==> src/merge_and_scale_intervals_defines.svh <==
// Assertion macros shared by the merge_and_scale_intervals RTL.
// No dependencies; modules using these must have clk and rst_n in scope.
`ifndef MERGE_AND_SCALE_INTERVALS_DEFINES_SVH
`define MERGE_AND_SCALE_INTERVALS_DEFINES_SVH

// Same-cycle implication, disabled during reset.
`define MSI_ASSERT_NOW(lbl, ante, cons) \
  lbl: assert property (@(posedge clk) disable iff (!rst_n) (ante) |-> (cons)) \
    else $error("msi: same-cycle check failed");

// Next-cycle implication, disabled during reset.
`define MSI_ASSERT_NEXT(lbl, ante, cons) \
  lbl: assert property (@(posedge clk) disable iff (!rst_n) (ante) |=> (cons)) \
    else $error("msi: next-cycle check failed");

`endif

==> src/msi_pkg.sv <==
// Shared types and constants for merge_and_scale_intervals.
// No dependencies.
package msi_pkg;

  localparam int COORD_W = 32;
  localparam int SCALE_W = 16;
  localparam int CNT_W   = $clog2(COORD_W);

  localparam logic [SCALE_W-1:0] SCALE_RESET = SCALE_W'(1);

  typedef enum logic [2:0] {
    ST_IDLE,
    ST_DECIDE,
    ST_FLUSH,
    ST_GAP,
    ST_GWAIT,
    ST_LEN,
    ST_LWAIT,
    ST_OUT
  } state_t;

  // Controller -> datapath commands
  typedef struct packed {
    logic capture;    // latch the incoming transaction
    logic upd_end;    // merge: open end takes the larger end
    logic install;    // pending interval becomes the open one
    logic ld_emit;    // copy open interval into the emit registers
    logic emit_last;  // flag loaded alongside ld_emit
    logic gap_start;  // start divider on the gap
    logic gap_cap;    // capture scaled gap and scaled start
    logic len_start;  // start divider on the length
    logic len_cap;    // capture ceiled scaled length
    logic out_load;   // load output register, advance chained state
  } cmd_t;

  // Datapath -> controller status
  typedef struct packed {
    logic merge;      // pending overlaps or touches the open interval
    logic open_valid;
    logic pend_last;
    logic emit_last;
    logic div_done;
    logic out_free;
  } sts_t;

endpackage

==> src/msi_div.sv <==
// Radix-2 restoring divider, 32-bit dividend by 16-bit divisor, one bit a cycle.
// Depends on msi_pkg.
module msi_div
  import msi_pkg::*;
(
  input  logic               clk,
  input  logic               rst_n,
  input  logic               start,
  input  logic [COORD_W-1:0] dividend,
  input  logic [SCALE_W-1:0] divisor,
  output logic               busy,
  output logic               done,
  output logic [COORD_W-1:0] quotient,
  output logic [SCALE_W-1:0] remainder
);

  logic [COORD_W-1:0] q_r;
  logic [SCALE_W-1:0] rem_r;
  logic [SCALE_W-1:0] dvsr_r;
  logic [CNT_W-1:0]   cnt_r;
  logic               busy_r;
  logic               done_r;

  logic [SCALE_W:0]   trial;
  logic [SCALE_W:0]   diff;
  logic               ge;

  assign trial = {rem_r, q_r[COORD_W-1]};
  assign ge    = (trial >= {1'b0, dvsr_r});
  assign diff  = trial - {1'b0, dvsr_r};

  always_ff @(posedge clk) begin
    if (!rst_n) begin
      busy_r <= 1'b0;
      done_r <= 1'b0;
      cnt_r  <= '0;
    end else begin
      done_r <= 1'b0;
      if (start) begin
        busy_r <= 1'b1;
        cnt_r  <= CNT_W'(COORD_W - 1);
      end else if (busy_r) begin
        cnt_r <= cnt_r - CNT_W'(1);
        if (cnt_r == '0) begin
          busy_r <= 1'b0;
          done_r <= 1'b1;
        end
      end
    end
  end

  always_ff @(posedge clk) begin
    if (start) begin
      q_r    <= dividend;
      rem_r  <= '0;
      dvsr_r <= divisor;
    end else if (busy_r) begin
      rem_r <= ge ? diff[SCALE_W-1:0] : trial[SCALE_W-1:0];
      q_r   <= {q_r[COORD_W-2:0], ge};
    end
  end

  assign busy      = busy_r;
  assign done      = done_r;
  assign quotient  = q_r;
  assign remainder = rem_r;

endmodule

==> src/msi_dp.sv <==
// Datapath: pending and open intervals, chained state, divider, output register.
// Depends on msi_pkg, msi_div and merge_and_scale_intervals_defines.svh.
`include "merge_and_scale_intervals_defines.svh"

module msi_dp
  import msi_pkg::*;
(
  input  logic               clk,
  input  logic               rst_n,
  input  cmd_t               cmd,
  output sts_t               sts,
  input  logic               cfg_wr_en,
  input  logic [SCALE_W-1:0] cfg_scale_divisor,
  input  logic [COORD_W-1:0] in_interval_start,
  input  logic [COORD_W-1:0] in_interval_end,
  input  logic               in_is_last,
  output logic               out_valid,
  input  logic               out_ready,
  output logic [COORD_W-1:0] out_merged_start,
  output logic [COORD_W-1:0] out_merged_end,
  output logic [COORD_W-1:0] out_scaled_gap,
  output logic [COORD_W-1:0] out_scaled_length,
  output logic [COORD_W-1:0] out_scaled_start,
  output logic [COORD_W-1:0] out_scaled_end,
  output logic               out_last_out
);

  logic [SCALE_W-1:0] scale_r;
  logic [COORD_W-1:0] pend_s_r, pend_e_r;
  logic               pend_last_r;
  logic [COORD_W-1:0] open_s_r, open_e_r;
  logic               open_valid_r;
  logic [COORD_W-1:0] prev_me_r, prev_se_r;
  logic [COORD_W-1:0] emit_s_r, emit_e_r;
  logic               emit_last_r;
  logic [COORD_W-1:0] sgap_r, slen_r, sstart_r;
  logic               out_valid_r;
  logic [COORD_W-1:0] o_ms_r, o_me_r, o_gap_r, o_len_r, o_ss_r, o_se_r;
  logic               o_last_r;

  logic [SCALE_W-1:0] eff_div;
  logic [COORD_W-1:0] div_dividend;
  logic [COORD_W-1:0] div_q;
  logic [SCALE_W-1:0] div_rem;
  logic               div_busy, div_done;
  logic               out_free;
  logic [COORD_W-1:0] send;

  // scale of zero behaves as one
  assign eff_div      = (scale_r == '0) ? SCALE_W'(1) : scale_r;
  assign div_dividend = cmd.len_start ? (emit_e_r - emit_s_r) : (emit_s_r - prev_me_r);
  assign out_free     = !out_valid_r || out_ready;
  assign send         = sstart_r + slen_r;

  msi_div u_div (
    .clk       (clk),
    .rst_n     (rst_n),
    .start     (cmd.gap_start || cmd.len_start),
    .dividend  (div_dividend),
    .divisor   (eff_div),
    .busy      (div_busy),
    .done      (div_done),
    .quotient  (div_q),
    .remainder (div_rem)
  );

  // control and chained state
  always_ff @(posedge clk) begin
    if (!rst_n) begin
      scale_r      <= SCALE_RESET;
      open_valid_r <= 1'b0;
      open_s_r     <= '0;
      open_e_r     <= '0;
      prev_me_r    <= '0;
      prev_se_r    <= '0;
      out_valid_r  <= 1'b0;
    end else begin
      if (cfg_wr_en)
        scale_r <= cfg_scale_divisor;
      if (cmd.upd_end && (pend_e_r > open_e_r))
        open_e_r <= pend_e_r;
      if (cmd.install) begin
        open_s_r     <= pend_s_r;
        open_e_r     <= pend_e_r;
        open_valid_r <= 1'b1;
      end
      if (out_ready)
        out_valid_r <= 1'b0;
      if (cmd.out_load) begin
        out_valid_r <= 1'b1;
        if (emit_last_r) begin
          // end of list: start the next one from scratch
          open_valid_r <= 1'b0;
          open_s_r     <= '0;
          open_e_r     <= '0;
          prev_me_r    <= '0;
          prev_se_r    <= '0;
        end else begin
          prev_me_r <= emit_e_r;
          prev_se_r <= send;
        end
      end
    end
  end

  // payload
  always_ff @(posedge clk) begin
    if (cmd.capture) begin
      pend_s_r    <= in_interval_start;
      pend_e_r    <= in_interval_end;
      pend_last_r <= in_is_last;
    end
    if (cmd.ld_emit) begin
      emit_s_r    <= open_s_r;
      emit_e_r    <= open_e_r;
      emit_last_r <= cmd.emit_last;
    end
    if (cmd.gap_cap) begin
      sgap_r   <= div_q;
      sstart_r <= div_q + prev_se_r;
    end
    if (cmd.len_cap)
      slen_r <= div_q + COORD_W'(div_rem != '0);
    if (cmd.out_load) begin
      o_ms_r   <= emit_s_r;
      o_me_r   <= emit_e_r;
      o_gap_r  <= sgap_r;
      o_len_r  <= slen_r;
      o_ss_r   <= sstart_r;
      o_se_r   <= send;
      o_last_r <= emit_last_r;
    end
  end

  assign sts.merge      = open_valid_r && (open_e_r >= pend_s_r);
  assign sts.open_valid = open_valid_r;
  assign sts.pend_last  = pend_last_r;
  assign sts.emit_last  = emit_last_r;
  assign sts.div_done   = div_done;
  assign sts.out_free   = out_free;

  assign out_valid         = out_valid_r;
  assign out_merged_start  = o_ms_r;
  assign out_merged_end    = o_me_r;
  assign out_scaled_gap    = o_gap_r;
  assign out_scaled_length = o_len_r;
  assign out_scaled_start  = o_ss_r;
  assign out_scaled_end    = o_se_r;
  assign out_last_out      = o_last_r;

  `MSI_ASSERT_NOW(a_load_only_when_free, cmd.out_load, out_free)
  `MSI_ASSERT_NOW(a_no_start_while_busy, cmd.gap_start || cmd.len_start, !div_busy)
  `MSI_ASSERT_NEXT(a_last_clears_list, cmd.out_load && emit_last_r,
                   !open_valid_r && (prev_me_r == '0) && (prev_se_r == '0))
  `MSI_ASSERT_NEXT(a_end_chains_start, cmd.out_load, o_se_r == o_ss_r + o_len_r)

endmodule

==> src/msi_ctrl.sv <==
// Controller FSM: sequences merge, close, flush and the two divisions.
// Depends on msi_pkg.
module msi_ctrl
  import msi_pkg::*;
(
  input  logic clk,
  input  logic rst_n,
  input  logic in_valid,
  output logic in_ready,
  input  sts_t sts,
  output cmd_t cmd
);

  state_t state_r, state_nxt;

  always_ff @(posedge clk) begin
    if (!rst_n)
      state_r <= ST_IDLE;
    else
      state_r <= state_nxt;
  end

  always_comb begin
    state_nxt = state_r;
    cmd       = '0;
    in_ready  = 1'b0;
    case (state_r)
      ST_IDLE: begin
        in_ready = 1'b1;
        if (in_valid) begin
          cmd.capture = 1'b1;
          state_nxt   = ST_DECIDE;
        end
      end
      ST_DECIDE: begin
        if (sts.merge) begin
          cmd.upd_end = 1'b1;
          state_nxt   = sts.pend_last ? ST_FLUSH : ST_IDLE;
        end else if (sts.open_valid) begin
          // close the open interval, pending one takes its place
          cmd.ld_emit = 1'b1;
          cmd.install = 1'b1;
          state_nxt   = ST_GAP;
        end else begin
          cmd.install = 1'b1;
          state_nxt   = sts.pend_last ? ST_FLUSH : ST_IDLE;
        end
      end
      ST_FLUSH: begin
        cmd.ld_emit   = 1'b1;
        cmd.emit_last = 1'b1;
        state_nxt     = ST_GAP;
      end
      ST_GAP: begin
        cmd.gap_start = 1'b1;
        state_nxt     = ST_GWAIT;
      end
      ST_GWAIT: begin
        if (sts.div_done) begin
          cmd.gap_cap = 1'b1;
          state_nxt   = ST_LEN;
        end
      end
      ST_LEN: begin
        cmd.len_start = 1'b1;
        state_nxt     = ST_LWAIT;
      end
      ST_LWAIT: begin
        if (sts.div_done) begin
          cmd.len_cap = 1'b1;
          state_nxt   = ST_OUT;
        end
      end
      ST_OUT: begin
        if (sts.out_free) begin
          cmd.out_load = 1'b1;
          state_nxt    = (!sts.emit_last && sts.pend_last) ? ST_FLUSH : ST_IDLE;
        end
      end
      default: state_nxt = ST_IDLE;
    endcase
  end

endmodule

==> src/merge_and_scale_intervals.sv <==
// Sorted interval merge with scaled gap/length. Depends on msi_pkg, msi_ctrl, msi_dp.
// Each emitted interval takes two passes of the shared radix-2 divider plus sequencing.
// A new transaction is taken only after the controller is done with the previous one.
// Reset: synchronous active-low rst_n; no open interval, chained ends 0, scale 1.
module merge_and_scale_intervals
  import msi_pkg::*;
(
  input  logic               clk,
  input  logic               rst_n,
  // configuration
  input  logic               cfg_wr_en,
  input  logic [SCALE_W-1:0] cfg_scale_divisor,
  // input channel
  input  logic               in_valid,
  output logic               in_ready,
  input  logic [COORD_W-1:0] in_interval_start,
  input  logic [COORD_W-1:0] in_interval_end,
  input  logic               in_is_last,
  // result channel
  output logic               out_valid,
  input  logic               out_ready,
  output logic [COORD_W-1:0] out_merged_start,
  output logic [COORD_W-1:0] out_merged_end,
  output logic [COORD_W-1:0] out_scaled_gap,
  output logic [COORD_W-1:0] out_scaled_length,
  output logic [COORD_W-1:0] out_scaled_start,
  output logic [COORD_W-1:0] out_scaled_end,
  output logic               out_last_out
);

  // The controller takes one transaction at a time. An input merges into the
  // open interval, becomes it when none is open, or closes it (one result);
  // the last input of a list also flushes the open interval (one more result).
  // Each result runs the gap then the length through the divider; the
  // finished result waits in the output register while a new transaction is taken.

  cmd_t cmd;
  sts_t sts;

  msi_ctrl u_ctrl (
    .clk      (clk),
    .rst_n    (rst_n),
    .in_valid (in_valid),
    .in_ready (in_ready),
    .sts      (sts),
    .cmd      (cmd)
  );

  msi_dp u_dp (
    .clk               (clk),
    .rst_n             (rst_n),
    .cmd               (cmd),
    .sts               (sts),
    .cfg_wr_en         (cfg_wr_en),
    .cfg_scale_divisor (cfg_scale_divisor),
    .in_interval_start (in_interval_start),
    .in_interval_end   (in_interval_end),
    .in_is_last        (in_is_last),
    .out_valid         (out_valid),
    .out_ready         (out_ready),
    .out_merged_start  (out_merged_start),
    .out_merged_end    (out_merged_end),
    .out_scaled_gap    (out_scaled_gap),
    .out_scaled_length (out_scaled_length),
    .out_scaled_start  (out_scaled_start),
    .out_scaled_end    (out_scaled_end),
    .out_last_out      (out_last_out)
  );

endmodule
==> config.mk <==
export PLATFORM = sky130hd
export DESIGN_NAME = merge_and_scale_intervals
export DESIGN_NICKNAME = d
export VERILOG_FILES = /design/src/msi_pkg.sv /design/src/msi_div.sv /design/src/msi_dp.sv /design/src/msi_ctrl.sv /design/src/merge_and_scale_intervals.sv
export VERILOG_INCLUDE_DIRS = /design/src /design/src/src
export SDC_FILE = /design/constraint.sdc
export NUM_CORES = 1
export LEC_CHECK = 0
export BUFFER_PORTS_ARGS = -buffer_cell sky130_fd_sc_hd__buf_2
export CORE_ASPECT_RATIO = 2
export CORE_UTILIZATION = 60
export DETAILED_ROUTE_END_ITERATION = 16
export GPL_ROUTABILITY_DRIVEN = 0
export PLACE_DENSITY = 0.77
export RECOVER_POWER = 25
export SKIP_CTS_REPAIR_TIMING = 1
export SYNTH_ARGS = -nofsm -noshare
export SYNTH_HDL_FRONTEND = slang
export SYNTH_SLANG_ARGS = --single-unit
export TNS_END_PERCENT = 100
==> constraint.sdc <==
create_clock -name clk -period 12.85 [get_ports clk]
set_input_delay 1.285 -clock clk [delete_from_list [all_inputs] [get_ports clk]]
set_output_delay 1.285 -clock clk [all_outputs]
set_load 0.03 [all_outputs]
==> Word-level counts from Yosys, hierarchy flattened <==
Cells that the tools add are included.
{ "word_totals": {"wordCells": 117, "inputBits": 86, "out_inout_bits": 195, "ff_bits": 639} }
{ "classes": {"order_cmp": 3, "n_addsub": 7, "n_bitwise": 2, "mux": 49, "eq_ne": 11, "n_reduce_logical": 15} }
{ "ops": {"columns": ["operator", "n"], "rows": [
  ["$mux 32", 12],
  ["$add 32x32->32", 2],
  ["$sub 32x32->32", 2],
  ["$add 32x1->32", 1],
  ["$ge 32x32->1", 1],
  ["$gt 32x32->1", 1],
  ["$pmux 3 s8", 1],
  ["$mux 1", 22],
  ["$mux 3", 6],
  ["$ge 17x16->1", 1],
  ["$logic_not 16->1", 1],
  ["$mux 16", 1],
  ["$reduce_bool 16->1", 1],
  ["$sub 16x16->16", 1],
  ["$eq 3x3->1 const B", 4],
  ["$mux 5", 2],
  ["$mux 2", 4],
  ["$eq 3x2->1 const B", 2],
  ["$ne 2x1->1 const B", 3],
  ["$logic_not 5->1", 1],
  ["$sub 5x1->5 const B", 1],
  ["$reduce_and 4->1", 1],
  ["$reduce_bool 2->1", 2],
  ["$eq 3x1->1 const B", 1],
  ["8 further kinds", 13]
]} }

==> Depth between registers and ports, before layout <==
{ "logic_depth": {"word_depth": 9, "depth_mapped": 14, "ltp_nobuf": 13} }

==> Modules after synthesis <==
A second synthesis with hierarchy kept.
{ "unflattened": {"cells_unflattened": 2553, "hier_area_um2": 30748.2} }
{ "by_module_without_submodules": {"columns": ["mod", "instances", "seq_area_each_um2", "cells_per_inst", "area_per_inst_um2"], "rows": [
  ["msi_dp", 1, 15504.9, 2198, 26830.7],
  ["msi_div", 1, 1901.8, 316, 3656.0],
  ["msi_ctrl", 1, 60.1, 39, 261.5]
]} }

==> Worst setup path after synthesis <==
OpenSTA, ideal clock, no wires.
{ "synth_timing": {"path_type": "input-to-reg", "startpoint": "input out_ready", "endpoint": "register u_dp.prev_se_r[30]", "stages": 7, "required_ns": 12.748, "setup_ns": 0.102, "path_slack_ns": 4.835, "n_path_buf": 2, "arrival_time_ns": 7.913, "cell_sequence": "nand2b_1 -> or2b_2 -> clkbuf_8 -> inv_1 -> clkbuf_1 -> nand3_1 -> o211ai_1"} }
{ "synth_lines": {"columns": ["element", "line", "text"], "rows": [
  ["start, declared", "merge_and_scale_intervals.sv:21", "input logic out_ready,"],
  ["end signal, assigned", "msi_dp.sv:100", "prev_se_r <= send;"],
  ["end, declared", "msi_dp.sv:33", "logic [COORD_W-1:0] prev_me_r, prev_se_r;"]
]} }

==> Worst setup path after layout <==
{ "layout_timing": {"startpoint": "register u_dp.emit_s_r[0]", "endpoint": "register u_dp.u_div.q_r[30], in the netlist u_dp.u_div.quotient[30], data pin"} }
{ "layout_via": {"elab_chain_len": 3, "elab_cells_between_ends": 4, "cone_classes": "add/sub: 2; mux: 2"} }
{ "layout_lines": {"columns": ["element", "line", "text"], "rows": [
  ["start, declared", "msi_dp.sv:34", "logic [COORD_W-1:0] emit_s_r, emit_e_r;"],
  ["start signal, assigned", "msi_dp.sv:114", "emit_s_r <= open_s_r;"],
  ["$sub 32x32->32", "msi_dp.sv:51", "assign div_dividend = cmd.len_start ? (emit_e_r - emit_s_r) : (emit_s_r - prev_me_r);"],
  ["$mux 32 *", "msi_dp.sv:51", null],
  ["$mux 32 *", "msi_div.sv:53", "if (start) begin"],
  ["end signal, assigned", "msi_div.sv:54", "q_r <= dividend;"],
  ["end signal, assigned", "msi_div.sv:59", "q_r <= {q_r[COORD_W-2:0], ge};"],
  ["end, declared", "msi_div.sv:17", "logic [COORD_W-1:0] q_r;"]
]} }
Every way passes the cells marked *; elsewhere a longest branch is shown, timed or not.
A chain may end at the register's enable or synchronous reset.

==> impl_metrics.toml <==
[outcome]
status = "complete, no violations"

[timing]
setup_viol = 0
rsz0062_at_grt = "false"
fmax_mhz = 250.0
finalMaxSlewViolations = 0
setup_tns_ps = 0
fin_crit_ps = 4000
fin_worst_skew_ps = 24.78
fin_crit_sh = 0.3113
hold_viol = 0
relSlewSlack = 0.2593
worst_pin_slew_ps = 1107

[detailed_routing]
via_per_inst = 5.964
totalWireLength_um = 71920
drc = 0
vias = 21510
routedWlPerCell_um = 19.94
dr.pass1.iters = 6
drt_iter0_drc = 1404
ant_nets = 0

[synthesis]
ys_seq_elements = 639
yosysSeqAreaShare = 0.5737
netlist_area_um2 = 30440
yosysWarnings = 0
synth-edff-count = 467
synth_ff_type = "edfxtp_1"
syn_avg_cell_area_um2 = 11.48
synth.distinct_cells = 76
synthesis.nets = 2951
async_flop_share = 0
synth_cells = 2652

[worst_setup_path]
crit_path_start_kind = "flip-flop"
crit_family = "compound AO/OA/AOI/OAI gates"
cpMostUsedCell = "o211ai_1"
rr_startpoint = "u_dp.emit_s_r[0]"
worst_path_largest_cell_delay_ps = 970
crit_path_cell_trace = "ha_1, fa_1, nor2b_1, o21ai_0, a21oi_1, o211ai_1, a2111oi_1, nor2_1, o211ai_1, a31oi_1, xor2_1, a221oi_1"
crit_arrival_ps = 4430
reg2reg_depth = 12
path_class = "flip-flop to flip-flop"
crit_buf_inv = 0
r2r-end = "u_dp.u_div.quotient[30]"
path_max_fanout = 4
crit_path_end_kind = "flip-flop"
r2r_slack_ps = 8850
critPathRequiredTime_ps = 13280
slowest_stage = "a2111oi_1"

[hold_path]
whs_path_depth = 0
holdPathEnd = "u_dp.out_scaled_gap[24]"
min_from = "u_dp.sgap_r[24]"
hold_path.class = "flip-flop to flip-flop"

[global_route]
grt_max_degree = 93
grt.total_usage = 0.2788
grt_pass1_vias = 21740
grt_overflow = 0
grt_first_pass_wirelength_um = 111900
antenna_found_initial = 0

[power]
power_switching_mw = 1.317
p_leak_nw = 13.55
pwr-share-comb = 0.159
swShare = 0.2688
p_int_mw = 3.583
p_seq_frac = 0.497
powerDensity_nw_per_um2 = 142.8
ir_drop_uv = 125.0
clkPwrFrac = 0.344

[layout]
drive_gt1_frac = 0.1444
finalInstanceArea_um2 = 34300
n_antenna_cell = 0
finish.net_count = 3212
synthToLayoutAreaGrowth_pct = 12.68

[floorplanning]
start_util = 0.6080
die_w_um = 161.3
core_um2 = 50070
rows = 116
die_y_um = 320.6
dieArea_um2 = 51700
num_io_pins = 281

[cts]
clock_latency_ps = 610
cts_root_buf = "clkbuf_16"
cts.sinks = 639
clockBufferDepth = 3
path_clk_slew_ps = 70
htreeDepth = 2
cts_tree = "done"
cts_buffers = 54

[placement]
dpl.hpwl_um = 53360
portBuffers = 280
placed_cell_area_um2 = 32460

[job]
drv_cap = 0
[layout make-up]
type | count | area, um2
Clock buffer | 75 | 1545
Tap cell | 649 | 812.0
Timing Repair Buffer | 301 | 1559
Fill cell | 3687 | 15770
Inverter | 183 | 694.4
Multi-Input combinational cell | 1734 | 11930
Clock inverter | 26 | 292.8
Sequential cell | 639 | 17470
[metal layers]
layer / track usage / wire (um)
met1: 0.2863 / 25140
met2: 0.5348 / 38840
met3: 0.02884 / 3691
met4: 0.1662 / 4248
met5: 0 / 0
[metrics by stage]
stage | power [mW] | cells | setup WS (ps) | hold WS [ps] | utilization
after floorplan | 3.010 | 2652 | 4835 | 400.3 | -
after global placement | 3.194 | 3506 | 8805 | 406.1 | 0.6484
after detailed placement | 3.233 | 3506 | 8799 | 404.5 | 0.6484
after CTS | 4.908 | 3607 | 8778 | 420.4 | 0.6851
after global routing | 5.082 | 3607 | 8495 | 424.8 | 0.6851
final | 4.900 | 3607 | 8850 | 420.4 | 0.6851
[power by group through the flow]
stage / Sequential (mW) / Clock, mW / Combinational (mW)
after global placement: 2.47 / 0 / 0.726
after floorplan: 2.43 / 0 / 0.576
final: 2.43 / 1.69 / 0.781
after CTS: 2.43 / 1.71 / 0.766
after global routing: 2.44 / 1.78 / 0.860
after detailed placement: 2.47 / 0 / 0.759
[worst max-delay path by stage]
stage | start | to | slack [ps] | cells past startpoint
3_5_place_dp | u_dp.emit_s_r[0] | u_dp.u_div.quotient[30] | 8800 | 12
4_1_cts | u_dp.emit_s_r[0] | u_dp.u_div.quotient[30] | 8780 | 12
3_3_place_gp | u_dp.emit_s_r[0] | u_dp.u_div.quotient[30] | 8800 | 12
2_1_floorplan | out_ready | u_dp.prev_se_r[30] | 4840 | 7
5_1_grt | u_dp.emit_s_r[0] | u_dp.u_div.quotient[30] | 8500 | 12
6_report | u_dp.emit_s_r[0] | u_dp.u_div.quotient[30] | 8850 | 12
[synth_stat cells, drive strengths merged, types with 70 or more instances]
library cell,count,share of area
edfxtp,467,0.46
nand2,236,0.029
a21oi,216,0.036
ha,208,0.085
inv,183,0.023
dfxtp,172,0.11
o21ai,142,0.023
xnor2,99,0.028
nor2,98,0.012
clkbuf,91,0.012
a21o,79,0.019
nand3,70,0.012
[kinds of logic (layout without fill, tap and decap cells)]
group	Yosys count	count (layout)	synth area share
AO/OA/AOI/OAI	688	688	0.1443
AND/OR/NAND/NOR	658	658	0.1066
flip-flops	639	639	0.5737
buffers and inverters	279	585	0.03539
adder cells (fa/ha/maj)	213	213	0.08877
XOR/XNOR	155	155	0.04459
multiplexers	20	20	0.006576
[layout by cell type (no fill, tap or decap), drive strengths merged, types with 19 or more instances in the layout]
cell type	instances
and3	26
nand2	236
inv	184
nand3b	35
nor2	98
dfxtp	172
xor2	56
clkbuf	75
a31oi	19
a21oi	216
a21boi	46
edfxtp	467
ha	208
mux2i	20
nand3	70
o21a	34
nor3	32
o21ai	142
a22oi	33
nand4	23
a21o	79
nor2b	64
nand2b	22
xnor2	99
buf	301
[worst register-to-register path, cell delays in order, from the launching register on]
cell,delay (ps)
edfxtp_1,420
ha_1,240
fa_1,420
nor2b_1,120
o21ai_0,120
a21oi_1,310
o211ai_1,280
a2111oi_1,970
nor2_1,210
o211ai_1,240
a31oi_1,120
xor2_1,150
a221oi_1,240
Note: power is estimated with default switching activity, not from simulation.
